### src/sv/cwed_pkg.sv
`timescale 1ns / 1ps
// shared constants, codes and control types of the cw channel envelope demodulator
package cwed_pkg;

	// quarter-wave sine resolution, a power of two
	localparam int SINE_TABLE_DEPTH = 1024;
	localparam int SINE_IDX_BITS    = $clog2(SINE_TABLE_DEPTH);
	localparam int X_SHIFT          = 16 - SINE_IDX_BITS;

	// input sample width and its rescale to q1.15
	localparam int SAMPLE_BITS = 16;
	localparam int SAMPLE_UP   = (SAMPLE_BITS < 16) ? 16 - SAMPLE_BITS : 0;
	localparam int SAMPLE_DOWN = (SAMPLE_BITS > 16) ? SAMPLE_BITS - 16 : 0;

	// sequencer lengths
	localparam int MUL_STEPS  = 22;
	localparam int SQRT_STEPS = 32;
	localparam int STEP_BITS  = 5;

	// configuration port
	localparam int CFG_INDEX_BITS = 2;
	localparam int CFG_DATA_BITS  = 32;

	// register reset values
	localparam logic [31:0] PHASE_STEP_RST   = 32'd0;
	localparam logic [15:0] LPF_ALPHA_RST    = 16'd847;
	localparam logic [11:0] DECIM_FACTOR_RST = 12'd240;

	// sine polynomial coefficients in q16
	localparam logic [16:0] POLY_C3 = 17'd307;
	localparam logic [16:0] POLY_C2 = 17'd5223;
	localparam logic [16:0] POLY_C1 = 17'd42334;
	localparam logic [16:0] POLY_C0 = 17'd102944;

	// q16 to q1.15 scale and rounding
	localparam logic [16:0] Q15_SCALE = 17'd32767;
	localparam logic [33:0] Q15_ROUND = 34'd32768;
	localparam logic [15:0] Q15_MAX   = 16'd32767;

	// envelope smoother factor, about 0.3 in q0.16
	localparam logic [15:0] SMOOTH_FACTOR = 16'd19661;

	// phase offset of the cosine
	localparam logic [31:0] QUARTER_TURN = 32'h4000_0000;

	typedef enum logic [CFG_INDEX_BITS-1:0] {
		CFG_PHASE_STEP   = 2'd0,
		CFG_LPF_ALPHA    = 2'd1,
		CFG_DECIM_FACTOR = 2'd2
	} cfg_reg_t;

	// operations of the shared multiplier, suffix s is sine, c cosine,
	// i and q the in-phase and quadrature paths
	typedef enum logic [4:0] {
		OP_NONE,
		OP_X2_S, OP_X2_C,
		OP_P1_S, OP_P1_C,
		OP_P2_S, OP_P2_C,
		OP_P3_S, OP_P3_C,
		OP_R_S, OP_R_C,
		OP_K_S, OP_K_C,
		OP_MIX_Q, OP_MIX_I,
		OP_LPF_Q, OP_LPF_I,
		OP_SQ_QHH, OP_SQ_QHL, OP_SQ_QLL,
		OP_SQ_IHH, OP_SQ_IHL, OP_SQ_ILL,
		OP_SMOOTH
	} mul_op_t;

	typedef enum logic [3:0] {
		ST_IDLE,
		ST_PREP,
		ST_MUL,
		ST_DRAIN,
		ST_SQRT_LD,
		ST_SQRT,
		ST_EDIFF,
		ST_SMOOTH,
		ST_SMOOTH_WB,
		ST_FINISH
	} state_t;

	typedef struct packed {
		logic    load;
		logic    prep;
		mul_op_t mul_op;
		logic    sqrt_load;
		logic    sqrt_step;
		logic    ediff;
		logic    finish;
	} dp_cmd_t;

	typedef struct packed {
		logic emit_due;
		logic out_free;
	} dp_status_t;

	// multiply schedule, sine and cosine chains interleaved so each
	// product is written back before its consumer issues
	function automatic mul_op_t mul_seq(input logic [STEP_BITS-1:0] idx);
		mul_op_t op;
		case (idx)
			5'd0:    op = OP_X2_S;
			5'd1:    op = OP_X2_C;
			5'd2:    op = OP_P1_S;
			5'd3:    op = OP_P1_C;
			5'd4:    op = OP_P2_S;
			5'd5:    op = OP_P2_C;
			5'd6:    op = OP_P3_S;
			5'd7:    op = OP_P3_C;
			5'd8:    op = OP_R_S;
			5'd9:    op = OP_R_C;
			5'd10:   op = OP_K_S;
			5'd11:   op = OP_K_C;
			5'd12:   op = OP_MIX_Q;
			5'd13:   op = OP_MIX_I;
			5'd14:   op = OP_LPF_Q;
			5'd15:   op = OP_LPF_I;
			5'd16:   op = OP_SQ_QHH;
			5'd17:   op = OP_SQ_QHL;
			5'd18:   op = OP_SQ_QLL;
			5'd19:   op = OP_SQ_IHH;
			5'd20:   op = OP_SQ_IHL;
			5'd21:   op = OP_SQ_ILL;
			default: op = OP_NONE;
		endcase
		return op;
	endfunction

endpackage

### src/sv/cw_channel_envelope_demodulator.sv
`timescale 1ns / 1ps
// top level of the cw channel envelope demodulator
//
// Input channel (in_valid/in_ready): one word per audio sample, a signed
// q1.15 sample and a restart flag that clears the nco phase, both iir
// filters and the envelope smoother before the sample is used.
// Output channel (out_valid/out_ready): one envelope word, q0.16 and
// saturated, every decim_factor input samples, or every sample when it is zero.
// Configuration channel (cfg_valid/cfg_ready, cfg_index, cfg_data): index 0
// phase_step, 1 lpf_alpha, 2 decim_factor; other indexes are ignored.
// Write it only while no sample is in flight. cfg_ready is always high.
// Timing: a sample runs through the 22-slot schedule of the single shared
// multiplier and the 32-step square root, and a new sample is taken only
// after the last one is finished. An envelope word is registered as its
// sample finishes.
// Stall: the output word sits in a register; the next sample is taken and
// processed while it waits, and only the next emission waits for it.
// Reset: registers go to their defaults and all filter state to zero.
module cw_channel_envelope_demodulator (
	input  logic                                    clk,
	input  logic                                    arst_n,
	input  logic                                    in_valid,
	output logic                                    in_ready,
	input  logic signed [cwed_pkg::SAMPLE_BITS-1:0] sample,
	input  logic                                    restart,
	output logic                                    out_valid,
	input  logic                                    out_ready,
	output logic [15:0]                             envelope,
	input  logic                                    cfg_valid,
	output logic                                    cfg_ready,
	input  logic [cwed_pkg::CFG_INDEX_BITS-1:0]     cfg_index,
	input  logic [cwed_pkg::CFG_DATA_BITS-1:0]      cfg_data
);

	cwed_pkg::dp_cmd_t    cmd;
	cwed_pkg::dp_status_t status;

	assign cfg_ready = 1'b1;

	// control
	cwed_ctrl u_ctrl (
		.clk      (clk),
		.arst_n   (arst_n),
		.in_valid (in_valid),
		.in_ready (in_ready),
		.status   (status),
		.cmd      (cmd)
	);

	// datapath
	cwed_dp u_dp (
		.clk       (clk),
		.arst_n    (arst_n),
		.cfg_valid (cfg_valid),
		.cfg_index (cfg_index),
		.cfg_data  (cfg_data),
		.sample    (sample),
		.restart   (restart),
		.out_valid (out_valid),
		.out_ready (out_ready),
		.envelope  (envelope),
		.cmd       (cmd),
		.status    (status)
	);

endmodule

### src/sv/cwed_sqrt.sv
`timescale 1ns / 1ps
// digit-by-digit integer square root, two radicand bits per step
module cwed_sqrt (
	input  logic        clk,
	input  logic        load,
	input  logic        step,
	input  logic [63:0] radicand,
	output logic [31:0] root
);

	logic [63:0] rad_q;
	logic [33:0] rem_q;
	logic [31:0] root_q;
	logic [35:0] rem_sh;
	logic [35:0] trial;
	logic        fits;

	// bring down the next bit pair and try root*4+1
	assign rem_sh = {rem_q, rad_q[63:62]};
	assign trial  = {2'b00, root_q, 2'b01};
	assign fits   = (rem_sh >= trial);

	// one root bit per step
	always_ff @(posedge clk) begin
		if (load) begin
			rad_q  <= radicand;
			rem_q  <= '0;
			root_q <= '0;
		end else if (step) begin
			rad_q  <= {rad_q[61:0], 2'b00};
			rem_q  <= fits ? 34'(rem_sh - trial) : rem_sh[33:0];
			root_q <= {root_q[30:0], fits};
		end
	end

	assign root = root_q;

endmodule

### src/sv/cwed_dp.sv
`timescale 1ns / 1ps
// datapath: nco, shared multiplier, iir filters, magnitude, smoother, decimation
module cwed_dp (
	input  logic                                     clk,
	input  logic                                     arst_n,
	input  logic                                     cfg_valid,
	input  logic [cwed_pkg::CFG_INDEX_BITS-1:0]      cfg_index,
	input  logic [cwed_pkg::CFG_DATA_BITS-1:0]       cfg_data,
	input  logic signed [cwed_pkg::SAMPLE_BITS-1:0]  sample,
	input  logic                                     restart,
	output logic                                     out_valid,
	input  logic                                     out_ready,
	output logic [15:0]                              envelope,
	input  cwed_pkg::dp_cmd_t                        cmd,
	output cwed_pkg::dp_status_t                     status
);

	// configuration registers
	logic [31:0] phase_step_q;
	logic [15:0] lpf_alpha_q;
	logic [11:0] decim_factor_q;

	// block state
	logic [31:0]        nco_phase_q;
	logic signed [31:0] filt_i_q;
	logic signed [31:0] filt_qu_q;
	logic [31:0]        env_q;
	logic [11:0]        decim_count_q;

	// working registers
	logic signed [15:0] sample_q;
	logic [16:0]        x_s_q, x_c_q;
	logic [16:0]        x2_s_q, x2_c_q;
	logic [16:0]        p_s_q, p_c_q;
	logic               neg_s_q, neg_c_q;
	logic signed [15:0] trig_s_q, trig_c_q;
	logic signed [32:0] diff_i_q, diff_qu_q;
	logic [63:0]        acc_q;
	logic signed [32:0] ediff_q;

	// multiplier stage
	logic signed [33:0]  mul_a;
	logic signed [17:0]  mul_b;
	logic signed [51:0]  prod_s1;
	cwed_pkg::mul_op_t   op_s1;

	// output register
	logic        out_valid_q;
	logic [15:0] envelope_q;

	// writeback helpers
	logic [16:0]        poly_t;
	logic [33:0]        k_round;
	logic [17:0]        k_t;
	logic [15:0]        k_sat;
	logic signed [15:0] k_trig;
	logic signed [32:0] mix_sh;
	logic [31:0]        lpf_add;

	// sqrt and decimation
	logic [31:0] root;
	logic [31:0] cos_phase;
	logic [11:0] count_next;
	logic        emit_due;
	logic [15:0] env_sat;

	// q1.15 rescale of the input sample
	function automatic logic signed [15:0] to_q15(
		input logic signed [cwed_pkg::SAMPLE_BITS-1:0] s
	);
		logic signed [cwed_pkg::SAMPLE_BITS+15:0] w;
		w = (cwed_pkg::SAMPLE_BITS + 16)'(s);
		w = w <<< cwed_pkg::SAMPLE_UP;
		w = w >>> cwed_pkg::SAMPLE_DOWN;
		return 16'(w);
	endfunction

	// quarter-wave abscissa in q16, mirrored in odd quadrants
	function automatic logic [16:0] quarter_x(input logic [31:0] ph);
		logic [cwed_pkg::SINE_IDX_BITS:0] k;
		k = {1'b0, ph[29 -: cwed_pkg::SINE_IDX_BITS]};
		if (ph[30]) begin
			k = (cwed_pkg::SINE_IDX_BITS + 1)'(cwed_pkg::SINE_TABLE_DEPTH) - k;
		end
		return 17'(k) << cwed_pkg::X_SHIFT;
	endfunction

	cwed_sqrt u_sqrt (
		.clk      (clk),
		.load     (cmd.sqrt_load),
		.step     (cmd.sqrt_step),
		.radicand (acc_q),
		.root     (root)
	);

	// operand select for the shared multiplier
	always_comb begin
		mul_a = '0;
		mul_b = '0;
		case (cmd.mul_op)
			cwed_pkg::OP_X2_S: begin
				mul_a = 34'(x_s_q);
				mul_b = 18'(x_s_q);
			end
			cwed_pkg::OP_X2_C: begin
				mul_a = 34'(x_c_q);
				mul_b = 18'(x_c_q);
			end
			cwed_pkg::OP_P1_S: begin
				mul_a = 34'(x2_s_q);
				mul_b = 18'(cwed_pkg::POLY_C3);
			end
			cwed_pkg::OP_P1_C: begin
				mul_a = 34'(x2_c_q);
				mul_b = 18'(cwed_pkg::POLY_C3);
			end
			cwed_pkg::OP_P2_S, cwed_pkg::OP_P3_S: begin
				mul_a = 34'(x2_s_q);
				mul_b = 18'(p_s_q);
			end
			cwed_pkg::OP_P2_C, cwed_pkg::OP_P3_C: begin
				mul_a = 34'(x2_c_q);
				mul_b = 18'(p_c_q);
			end
			cwed_pkg::OP_R_S: begin
				mul_a = 34'(x_s_q);
				mul_b = 18'(p_s_q);
			end
			cwed_pkg::OP_R_C: begin
				mul_a = 34'(x_c_q);
				mul_b = 18'(p_c_q);
			end
			cwed_pkg::OP_K_S: begin
				mul_a = 34'(p_s_q);
				mul_b = 18'(cwed_pkg::Q15_SCALE);
			end
			cwed_pkg::OP_K_C: begin
				mul_a = 34'(p_c_q);
				mul_b = 18'(cwed_pkg::Q15_SCALE);
			end
			cwed_pkg::OP_MIX_Q: begin
				mul_a = 34'(sample_q);
				mul_b = 18'(trig_s_q);
			end
			cwed_pkg::OP_MIX_I: begin
				mul_a = 34'(sample_q);
				mul_b = 18'(trig_c_q);
			end
			cwed_pkg::OP_LPF_Q: begin
				mul_a = 34'(diff_qu_q);
				mul_b = 18'(lpf_alpha_q);
			end
			cwed_pkg::OP_LPF_I: begin
				mul_a = 34'(diff_i_q);
				mul_b = 18'(lpf_alpha_q);
			end
			cwed_pkg::OP_SQ_QHH: begin
				mul_a = 34'($signed(filt_qu_q[31:16]));
				mul_b = 18'($signed(filt_qu_q[31:16]));
			end
			cwed_pkg::OP_SQ_QHL: begin
				mul_a = 34'($signed(filt_qu_q[31:16]));
				mul_b = 18'(filt_qu_q[15:0]);
			end
			cwed_pkg::OP_SQ_QLL: begin
				mul_a = 34'(filt_qu_q[15:0]);
				mul_b = 18'(filt_qu_q[15:0]);
			end
			cwed_pkg::OP_SQ_IHH: begin
				mul_a = 34'($signed(filt_i_q[31:16]));
				mul_b = 18'($signed(filt_i_q[31:16]));
			end
			cwed_pkg::OP_SQ_IHL: begin
				mul_a = 34'($signed(filt_i_q[31:16]));
				mul_b = 18'(filt_i_q[15:0]);
			end
			cwed_pkg::OP_SQ_ILL: begin
				mul_a = 34'(filt_i_q[15:0]);
				mul_b = 18'(filt_i_q[15:0]);
			end
			cwed_pkg::OP_SMOOTH: begin
				mul_a = 34'(ediff_q);
				mul_b = 18'(cwed_pkg::SMOOTH_FACTOR);
			end
			default: begin
				mul_a = '0;
				mul_b = '0;
			end
		endcase
	end

	// product register, tagged with its operation for writeback
	always_ff @(posedge clk) begin
		prod_s1 <= mul_a * mul_b;
	end

	always_ff @(posedge clk or negedge arst_n) begin
		if (!arst_n) begin
			op_s1 <= cwed_pkg::OP_NONE;
		end else begin
			op_s1 <= cmd.mul_op;
		end
	end

	// writeback arithmetic on the registered product
	always_comb begin
		poly_t  = prod_s1[32:16];
		k_round = prod_s1[33:0] + cwed_pkg::Q15_ROUND;
		k_t     = k_round[33:16];
		k_sat   = (k_t > 18'(cwed_pkg::Q15_MAX)) ? cwed_pkg::Q15_MAX : k_t[15:0];
		k_trig  = (op_s1 == cwed_pkg::OP_K_S) ?
			(neg_s_q ? -$signed(k_sat) : $signed(k_sat)) :
			(neg_c_q ? -$signed(k_sat) : $signed(k_sat));
		mix_sh  = $signed({prod_s1[31:15], 16'd0});
		lpf_add = prod_s1[47:16];
	end

	// decimation and output saturation
	assign cos_phase  = nco_phase_q + cwed_pkg::QUARTER_TURN;
	assign count_next = decim_count_q + 12'd1;
	assign emit_due   = (count_next >= decim_factor_q);
	assign env_sat    = (|env_q[31:24]) ? 16'hFFFF : env_q[23:8];

	// working registers without reset
	always_ff @(posedge clk) begin
		if (cmd.load) begin
			sample_q <= to_q15(sample);
		end
		if (cmd.prep) begin
			x_s_q   <= quarter_x(nco_phase_q);
			x_c_q   <= quarter_x(cos_phase);
			neg_s_q <= nco_phase_q[31];
			neg_c_q <= cos_phase[31];
		end
		if (cmd.ediff) begin
			ediff_q <= $signed({8'd0, root[31:7]}) - $signed({1'b0, env_q});
		end
		case (op_s1)
			cwed_pkg::OP_X2_S:   x2_s_q <= poly_t;
			cwed_pkg::OP_X2_C:   x2_c_q <= poly_t;
			cwed_pkg::OP_P1_S:   p_s_q <= cwed_pkg::POLY_C2 - poly_t;
			cwed_pkg::OP_P1_C:   p_c_q <= cwed_pkg::POLY_C2 - poly_t;
			cwed_pkg::OP_P2_S:   p_s_q <= cwed_pkg::POLY_C1 - poly_t;
			cwed_pkg::OP_P2_C:   p_c_q <= cwed_pkg::POLY_C1 - poly_t;
			cwed_pkg::OP_P3_S:   p_s_q <= cwed_pkg::POLY_C0 - poly_t;
			cwed_pkg::OP_P3_C:   p_c_q <= cwed_pkg::POLY_C0 - poly_t;
			cwed_pkg::OP_R_S:    p_s_q <= poly_t;
			cwed_pkg::OP_R_C:    p_c_q <= poly_t;
			cwed_pkg::OP_K_S:    trig_s_q <= k_trig;
			cwed_pkg::OP_K_C:    trig_c_q <= k_trig;
			cwed_pkg::OP_MIX_Q:  diff_qu_q <= mix_sh - 33'(filt_qu_q);
			cwed_pkg::OP_MIX_I:  diff_i_q <= mix_sh - 33'(filt_i_q);
			cwed_pkg::OP_SQ_QHH: acc_q <= {prod_s1[31:0], 32'd0};
			cwed_pkg::OP_SQ_IHH: acc_q <= acc_q + {prod_s1[31:0], 32'd0};
			cwed_pkg::OP_SQ_QHL, cwed_pkg::OP_SQ_IHL: begin
				acc_q <= acc_q + (64'(prod_s1) << 17);
			end
			cwed_pkg::OP_SQ_QLL, cwed_pkg::OP_SQ_ILL: begin
				acc_q <= acc_q + 64'(prod_s1);
			end
			default: begin
			end
		endcase
		if (cmd.finish && emit_due) begin
			envelope_q <= env_sat;
		end
	end

	// configuration, block state and output valid
	always_ff @(posedge clk or negedge arst_n) begin
		if (!arst_n) begin
			phase_step_q   <= cwed_pkg::PHASE_STEP_RST;
			lpf_alpha_q    <= cwed_pkg::LPF_ALPHA_RST;
			decim_factor_q <= cwed_pkg::DECIM_FACTOR_RST;
			nco_phase_q    <= '0;
			filt_i_q       <= '0;
			filt_qu_q      <= '0;
			env_q          <= '0;
			decim_count_q  <= '0;
			out_valid_q    <= 1'b0;
		end else begin
			if (cfg_valid) begin
				case (cwed_pkg::cfg_reg_t'(cfg_index))
					cwed_pkg::CFG_PHASE_STEP:   phase_step_q <= cfg_data;
					cwed_pkg::CFG_LPF_ALPHA:    lpf_alpha_q <= cfg_data[15:0];
					cwed_pkg::CFG_DECIM_FACTOR: decim_factor_q <= cfg_data[11:0];
					default: begin
					end
				endcase
			end
			// restart clears phase, filters and smoother, not the decimator
			if (cmd.load && restart) begin
				nco_phase_q <= '0;
				filt_i_q    <= '0;
				filt_qu_q   <= '0;
				env_q       <= '0;
			end
			if (cmd.prep) begin
				nco_phase_q <= nco_phase_q + phase_step_q;
			end
			case (op_s1)
				cwed_pkg::OP_LPF_Q:  filt_qu_q <= filt_qu_q + $signed(lpf_add);
				cwed_pkg::OP_LPF_I:  filt_i_q <= filt_i_q + $signed(lpf_add);
				cwed_pkg::OP_SMOOTH: env_q <= env_q + lpf_add;
				default: begin
				end
			endcase
			if (cmd.finish) begin
				decim_count_q <= emit_due ? 12'd0 : count_next;
			end
			if (cmd.finish && emit_due) begin
				out_valid_q <= 1'b1;
			end else if (out_ready) begin
				out_valid_q <= 1'b0;
			end
		end
	end

	assign out_valid       = out_valid_q;
	assign envelope        = envelope_q;
	assign status.emit_due = emit_due;
	assign status.out_free = !out_valid_q || out_ready;

	// an emitted word never overwrites one still waiting
	a_no_overwrite: assert property (@(posedge clk) disable iff (!arst_n)
		(cmd.finish && emit_due) |-> (!out_valid_q || out_ready))
		else $error("envelope word overwritten while waiting");

	// restart leaves the decimation count alone
	a_restart_keeps_count: assert property (@(posedge clk) disable iff (!arst_n)
		(cmd.load && !cmd.finish) |=> $stable(decim_count_q))
		else $error("decimation count changed on sample load");

	// the smoother only moves on its own writeback or a restart
	a_env_quiet: assert property (@(posedge clk) disable iff (!arst_n)
		(op_s1 != cwed_pkg::OP_SMOOTH && !cmd.load) |=> $stable(env_q))
		else $error("smoother state changed outside its writeback");

endmodule

### src/sv/cwed_ctrl.sv
`timescale 1ns / 1ps
// controller: sequences load, nco, multiplier schedule, square root and emit
module cwed_ctrl (
	input  logic                 clk,
	input  logic                 arst_n,
	input  logic                 in_valid,
	output logic                 in_ready,
	input  cwed_pkg::dp_status_t status,
	output cwed_pkg::dp_cmd_t    cmd
);

	localparam logic [cwed_pkg::STEP_BITS-1:0] MUL_LAST =
		cwed_pkg::STEP_BITS'(cwed_pkg::MUL_STEPS - 1);
	localparam logic [cwed_pkg::STEP_BITS-1:0] SQRT_LAST =
		cwed_pkg::STEP_BITS'(cwed_pkg::SQRT_STEPS - 1);

	cwed_pkg::state_t                state_q, state_d;
	logic [cwed_pkg::STEP_BITS-1:0]  step_q, step_d;
	logic                            finish_ok;

	assign finish_ok = !status.emit_due || status.out_free;

	// state and step counter
	always_ff @(posedge clk or negedge arst_n) begin
		if (!arst_n) begin
			state_q <= cwed_pkg::ST_IDLE;
			step_q  <= '0;
		end else begin
			state_q <= state_d;
			step_q  <= step_d;
		end
	end

	// next state
	always_comb begin
		state_d = state_q;
		step_d  = step_q;
		case (state_q)
			cwed_pkg::ST_IDLE: begin
				if (in_valid) begin
					state_d = cwed_pkg::ST_PREP;
				end
			end
			cwed_pkg::ST_PREP: begin
				state_d = cwed_pkg::ST_MUL;
				step_d  = '0;
			end
			cwed_pkg::ST_MUL: begin
				step_d = step_q + 1'b1;
				if (step_q == MUL_LAST) begin
					state_d = cwed_pkg::ST_DRAIN;
				end
			end
			cwed_pkg::ST_DRAIN: begin
				state_d = cwed_pkg::ST_SQRT_LD;
			end
			cwed_pkg::ST_SQRT_LD: begin
				state_d = cwed_pkg::ST_SQRT;
				step_d  = '0;
			end
			cwed_pkg::ST_SQRT: begin
				step_d = step_q + 1'b1;
				if (step_q == SQRT_LAST) begin
					state_d = cwed_pkg::ST_EDIFF;
				end
			end
			cwed_pkg::ST_EDIFF: begin
				state_d = cwed_pkg::ST_SMOOTH;
			end
			cwed_pkg::ST_SMOOTH: begin
				state_d = cwed_pkg::ST_SMOOTH_WB;
			end
			cwed_pkg::ST_SMOOTH_WB: begin
				state_d = cwed_pkg::ST_FINISH;
			end
			cwed_pkg::ST_FINISH: begin
				if (finish_ok) begin
					state_d = cwed_pkg::ST_IDLE;
				end
			end
			default: begin
				state_d = cwed_pkg::ST_IDLE;
			end
		endcase
	end

	// commands to the datapath
	always_comb begin
		cmd        = '0;
		cmd.mul_op = cwed_pkg::OP_NONE;
		in_ready   = 1'b0;
		case (state_q)
			cwed_pkg::ST_IDLE: begin
				in_ready = 1'b1;
				cmd.load = in_valid;
			end
			cwed_pkg::ST_PREP:   cmd.prep = 1'b1;
			cwed_pkg::ST_MUL:    cmd.mul_op = cwed_pkg::mul_seq(step_q);
			cwed_pkg::ST_SQRT_LD: cmd.sqrt_load = 1'b1;
			cwed_pkg::ST_SQRT:   cmd.sqrt_step = 1'b1;
			cwed_pkg::ST_EDIFF:  cmd.ediff = 1'b1;
			cwed_pkg::ST_SMOOTH: cmd.mul_op = cwed_pkg::OP_SMOOTH;
			cwed_pkg::ST_FINISH: cmd.finish = finish_ok;
			default: begin
			end
		endcase
	end

	// a taken sample keeps the input closed until it is finished
	a_busy_after_accept: assert property (@(posedge clk) disable iff (!arst_n)
		(in_valid && in_ready) |=> !in_ready)
		else $error("input reopened right after a sample was taken");

	// the root iterations follow the radicand load directly
	a_sqrt_follows_load: assert property (@(posedge clk) disable iff (!arst_n)
		cmd.sqrt_load |=> cmd.sqrt_step)
		else $error("square root not stepped after load");

	// the multiplier is quiet while the root iterates
	a_no_mul_in_sqrt: assert property (@(posedge clk) disable iff (!arst_n)
		cmd.sqrt_step |-> (cmd.mul_op == cwed_pkg::OP_NONE))
		else $error("multiplier issued during square root");

	// finishing a sample opens the input again
	a_finish_to_idle: assert property (@(posedge clk) disable iff (!arst_n)
		cmd.finish |=> in_ready)
		else $error("input not reopened after finish");

endmodule

### config.mk
export PLATFORM = sky130hd
export DESIGN_NAME = cw_channel_envelope_demodulator
export DESIGN_NICKNAME = d
export VERILOG_FILES = /design/src/sv/cwed_pkg.sv /design/src/sv/cw_channel_envelope_demodulator.sv /design/src/sv/cwed_sqrt.sv /design/src/sv/cwed_dp.sv /design/src/sv/cwed_ctrl.sv
export SDC_FILE = /design/constraint.sdc
export NUM_CORES = 2
export LEC_CHECK = 0
export ABC_AREA = 0
export BUFFER_PORTS_ARGS = -buffer_cell sky130_fd_sc_hd__buf_2
export CAP_MARGIN = 20
export CORE_ASPECT_RATIO = 0.5
export CORE_MARGIN = 2
export CORE_UTILIZATION = 60
export DETAILED_ROUTE_END_ITERATION = 8
export MAX_ROUTING_LAYER = met4
export PLACE_DENSITY = 0.89
export SLEW_MARGIN = 5
export SYNTH_ARGS = -nofsm -noshare
export SYNTH_HDL_FRONTEND = slang
export SYNTH_HIERARCHICAL = 1
export SYNTH_SLANG_ARGS = --single-unit
export TNS_END_PERCENT = 10
### constraint.sdc
create_clock -name clk -period 9.9 [get_ports clk]
set_clock_uncertainty 0.05 [all_clocks]
set_input_delay 0.495 -clock clk [delete_from_list [all_inputs] [get_ports clk]]
set_output_delay 0.495 -clock clk [all_outputs]
set_load 0.005 [all_outputs]
After elaboration in Yosys (flattened, before gate mapping):

Memories as Yosys holds them, arrays and structs flattened.
Cells that the tools add are included.

* output and inout port bits: 19
* memories kept: 1
* word-level logic and storage cells: 200
* bits of input ports: 56
* memory bits (read-only): 160
* register bits after elaboration: 716

Memories
* (name not given): words 32, width 5, rd ports 1, clocked after Yosys merged registers in 0, wr ports 0, line cwed_pkg.sv:101 `case (idx)`

* $lt $le $gt $ge: 3
* reductions and logical operators: 41
* add/sub/neg operators: 21
* mux-type cells: 36
* multipliers: 1
* eq/ne operators: 63

Operator list (count)
* $pmux W34 S14: 1
* $pmux W64 S4: 1
* $pmux W18 S14: 1
* $add A64 B64 Y64: 3
* $mux W32: 5
* $pmux W17 S4: 2
* $add A32 B32 Y32: 4
* $mux W64: 2
* $eq A5 B5 Y1 const B: 18
* $eq A5 B4 Y1 const B: 16
* $sub A33 B32 Y33: 2
* $mux W16: 4
* $mul A34 B18 Y52: 1
* $eq A5 B3 Y1 const B: 8
* $pmux W4 S10: 1
* $ge A36 B34 Y1: 1
* $add A34 B16 Y34 const B: 1
* $mux W34: 1
* $sub A34 B34 Y34: 1
* $sub A25 B32 Y33: 1
* $add A32 B31 Y32 const B: 1
* $reduce_or A2 Y1: 14
* $sub A11 B10 Y11 const A: 2
* $eq A5 B2 Y1 const B: 4
* other kinds (33): 70

Logic depth before layout (Yosys ltp):

* word-level depth: 7
* gate-level depth with buffers: 43
* depth with buffers taken out: 38

By module:

The synthesis kept the hierarchy.

By module, submodules not included
* cwed_dp: cells each 6973, times used 1, area an instance 62543.7 um2
* cwed_sqrt: cells each 738, times used 1, area an instance 7517.2 um2
* cwed_ctrl: cells each 114, times used 1, area an instance 894.6 um2
* cw_channel_envelope_demodulator: cells each 2, times used 1, area an instance 11.3 um2

Least setup slack after synthesis:

Ideal clock, no wire load.

* kind: register to register
* start: register u_ctrl/step_q[0] (netlist bit)
* end: register u_dp.prod_s1[50]
* data arrival time: 9090 ps
* path slack: 688 ps
* data required time: 9778 ps
* clock period less this slack: 9212 ps
* stages on the path, launching flop included: 40
* cells stage by stage: dfrtp_1 inv_1 ha_1 inv_1 o21ai_0 a2bb2oi_1 o22ai_1 buf_2 nand3b_1 nor2_1 or2_0 clkbuf_1 a222oi_1 clkbuf_1 and4_1 clkbuf_1 nor2_1 fa_1 [... 4 more ...] fa_1 fa_1 inv_1 fa_1 inv_1 ha_1 and3_1 buf_6 o211a_1 and3_4 o41a_1 nor3_2 o21bai_2 a31oi_4 nand2_2 a221o_1 a21oi_2 xnor2_1

RTL lines
* start, declared: line cwed_ctrl.sv:18 `logic [cwed_pkg::STEP_BITS-1:0] step_q, step_d;`
* start signal, assigned: line cwed_ctrl.sv:30 `step_q <= step_d;`
* end signal, assigned: line cwed_dp.sv:194 `prod_s1 <= mul_a * mul_b;`
* end, declared: line cwed_dp.sv:44 `logic signed [51:0] prod_s1;`

==> key figures <==
Power
  • Pwr dens: slightly below 300 nW/um^2
  • Worst VDD drop: ~260 uV
  • Leakage: ~35 nW

Setup path
  • Peak per-stage delay on the critical path: 0.58 ns
  • Critical path launch point: u_ctrl/state_q[2]
  • Crit Reg-Reg Endpoint: u_dp/prod_s1[50]
  • End of the critical path: u_dp/prod_s1[50]
  • Crit Path Max Fanout: 27
  • Reg-to-Reg Start: u_ctrl/state_q[2]
  • Crit. End Element: flip-flop
  • CP arrival: 10.25 ns
  • Most common cell on crit path: fa_1
  • Crit Path Category: reg2reg
  • R2R cell count: 34
  • Worst reg2reg setup slack: 0.22 ns
  • Data required, critical path: between 10 and 15 ns
  • Critical Path Slowest Stage Cell: or4b_4
  • Worst setup SP type: flip-flop

Finish
  • Leading cell type in the layout, fill and taps excluded: inv_1
  • Seq. cell area: approximately 19,000 sq um
  • Post-Layout Cell Count: between 9,000 and 10,000
  • Fill cells: about 9,000
  • P&R area growth vs syn: 9.96%
  • Multi-input gate area: 47,000 sq um
  • Nets: slightly above 9,000
  • Layout Utilization: 0.664
  • Share of cells above drive strength 1: 0.102
  • Most frequent cells in the layout: inv_1, nand2_1, nor2_1

Clocking
  • Clock-pin slew on the worst setup and hold paths: ~0.060 ns
  • CTS tree: built
  • Root buffer cell: clkbuf_16
  • CTS Buffer Depth: 3
  • Worst skew pair latency: a little over 0.7 ns
  • CTS sink count: between 700 and 800
  • CTS Buf Count: just over 70
  • H-Tree Depth: 3

Die
  • I/O pin cnt: between 70 and 80
  • Die height: around 250 microns
  • Die X: 490 microns
  • DIE AREA: between 100,000 and 150,000 sq um
  • Initial Util: 0.603
  • Core ar.: around 120,000 sq um
  • Row count: a little under 90

Global route
  • First-pass GRT wire length: 372 mm
  • GRT overflow: 0
  • Overall routing resource usage: 0.420
  • Met3 usage: 0.146
  • GR Layer Usage met2: 0.581
  • Largest net degree at the start of global routing: roughly 120
  • GRT busiest layer: met2
  • Initial antenna violation count: 14
  • Vias in the first global route: around 60,000
  • Met1 Track Usage GR: 0.564

Run status
  • Violated checks: design-rule violations
  • Status: finished with violations

Drt
  • Final ANT Viol Nets: 0
  • Vias per cell: 6.47
  • DR WL/cell: 25.9 microns
  • TritonRoute pass-1 iters: 9
  • DRC viols: 7
  • Drt total wl: between 200 and 250 mm
  • Starting DRT DRC Count: 8,744
  • Via Count: ~62,000

Timing
  • Final hold vios: 0
  • Final setup violation count: 0
  • Normalized max-slew margin: 0.185
  • RSZ-0062 raised after global routing: yes
  • Worst Max-Slew Pin Slew: ~1.2 ns
  • Final WS setup: ~0.22 ns
  • Period utilization: 0.978
  • Worst hold margin: 0.0311 ns
  • F_max: slightly above 100 MHz
  • Final slew viol count: 0
  • Final Critical Period: about 9.7 ns
  • Final TNS setup: 0 ns

Synthesis
  • Ys flop type: edfxtp_1
  • Unique masters post-synth: approximately 130
  • EDFF count, synth: roughly 380
  • Syn Area/Cell: just over 9 sq um
  • Sequential area share after synthesis: 0.271
  • Yosys top cell area share: 0.164
  • Synth warnings: 6
  • Post-Synthesis Cells: around 7,800
  • Area leader, netlist: fa_1
  • Post-Syn Area: a little over 70,000 sq um
  • Net count after synthesis: 8,974
  • Top post-synthesis cells by area: fa_1, edfxtp_1, ha_1
  • Share of synthesized registers carrying an async set or reset: 0.301
  • Synthesis-stage register bit count: around 700

Place
  • Number of port buffers: 73
  • Post-DP HPWL: approximately 190 mm
  • Placed instance count: roughly 9,400
  • Pre-CTS setup slack: around 0.19 ns
  • Final Wtd Congestion: 1.12

Min path
  • Hold Path Class: in2reg

Flow run
  • Number of max-cap violations: 0
==> worst max-delay path, delay by kind of cell, from the launching register on <==
kind                       cells  cell delay, ns
and+or+nand+nor               10            2.31
xor gates and xnor gates       1            0.12
buffers and inverters          8            1.01
DFF                            1            0.47
adders and majority gates      7            3.35
AOI/OAI and AO/OA              8            2.25
==> routing by layer <==
layer | vias to the layer above | part of all wire | wire, microns
met4 | 0 | 0.046 | 11600
met5 | - | 0 | 0
met1 | 30300 | 0.39 | 98600
met3 | 659 | 0.15 | 37800
met2 | 4086 | 0.41 | 102000
li1 | 27400 | - | -
==> metrics by stage <==
stage,total power (W),area (sq um)
6_report,0.0231,78000
5_1_grt,0.0243,78000
4_1_cts,0.0224,77800
3_5_place_dp,0.0194,74800
3_3_place_gp,0.0190,74800
2_1_floorplan,0.0143,71000
==> synthesized netlist by cell type, types with 75 or more instances <==
master / count
xnor2_1: 295
inv_1: 968
nand3_1: 214
o21ai_0: 400
and3_1: 79
fa_1: 583
edfxtp_1: 382
nor2_1: 627
a22oi_1: 87
dfxtp_1: 118
nand2b_1: 81
mux2_2: 129
a21o_1: 203
nand2_1: 763
clkbuf_1: 285
nor3_1: 116
ha_1: 508
dfrtp_1: 204
mux2i_1: 75
a21oi_1: 429
xor2_1: 157
==> where the power goes <==
group	switching [W]	leakage [nW]	internal (W)
logic	0.00919	26.6	0.00556
registers	0.00101	7.18	0.00432
clock network	0.00138	1.21	0.00161
==> how the worst min path moves through the flow <==
stage | from | endpoint | slack [ns] | cells after the start
5_1_grt | cfg_data[2] | u_dp/phase_step_q[2] | 0.01 | 2
2_1_floorplan | arst_n | u_ctrl/state_q[0] | 0.15 | 0
6_report | out_ready | u_dp/out_valid | 0.03 | 3
3_5_place_dp | u_dp/u_sqrt/rem_q[32] | u_dp/u_sqrt/rem_q[32] | 0.40 | 2
4_1_cts | cfg_data[2] | u_dp/phase_step_q[2] | 0.0008 | 2
3_3_place_gp | u_dp/u_sqrt/rem_q[32] | u_dp/u_sqrt/rem_q[32] | 0.40 | 2
==> cell families (layout without fill, tap and decap cells) <==
kind of cell,Yosys count,after routing,share of synthesized area
adders and majority gates,1091,1091,0.254
DFF,715,715,0.271
muxes,204,204,0.0310
buffers and inverters,1326,1532,0.0717
xor gates and xnor gates,452,452,0.0558
AOI/OAI and AO/OA,1799,1800,0.169
other,1,28,0.0000528
and+or+nand+nor,2239,2239,0.147
==> state kept, by name, summed over array words and instances (netlist names), 17 cells and up <==
name and count:
u_dp/prod_s1 52, u_dp/diff_qu_q 33, u_dp/filt_i_q 32, u_dp/acc_q 64, u_dp/x2_s_q 17, u_dp/filt_qu_q 32
u_dp/u_sqrt/root 32, u_dp/phase_step_q 32, u_dp/x2_c_q 17, u_dp/p_c_q 17, u_dp/ediff_q 33, u_dp/env_q 32
u_dp/u_sqrt/rem_q 34, u_dp/u_sqrt/rad_q 64, u_dp/p_s_q 17, u_dp/diff_i_q 33, u_dp/nco_phase_q 32
==> timing repair <==
item,in CTS,in global routing
setup endpoints to repair,0,23
hold buffers,41,0
resized for setup,0,31
endpoints found under the hold margin,144,0
setup buffers,0,3
==> final cells by class <==
cell class / count / area share
clock inverter: 41 / 0.00681
multi-input combinational: 5787 / 0.602
clock buffer: 93 / 0.0254
tap: 1592 / 0.0255
inverter: 970 / 0.0467
timing repair buffer: 428 / 0.0460
sequential: 715 / 0.246
antenna: 27 / 0.000866
No activity file was read; power rests on OpenSTA's default activity.
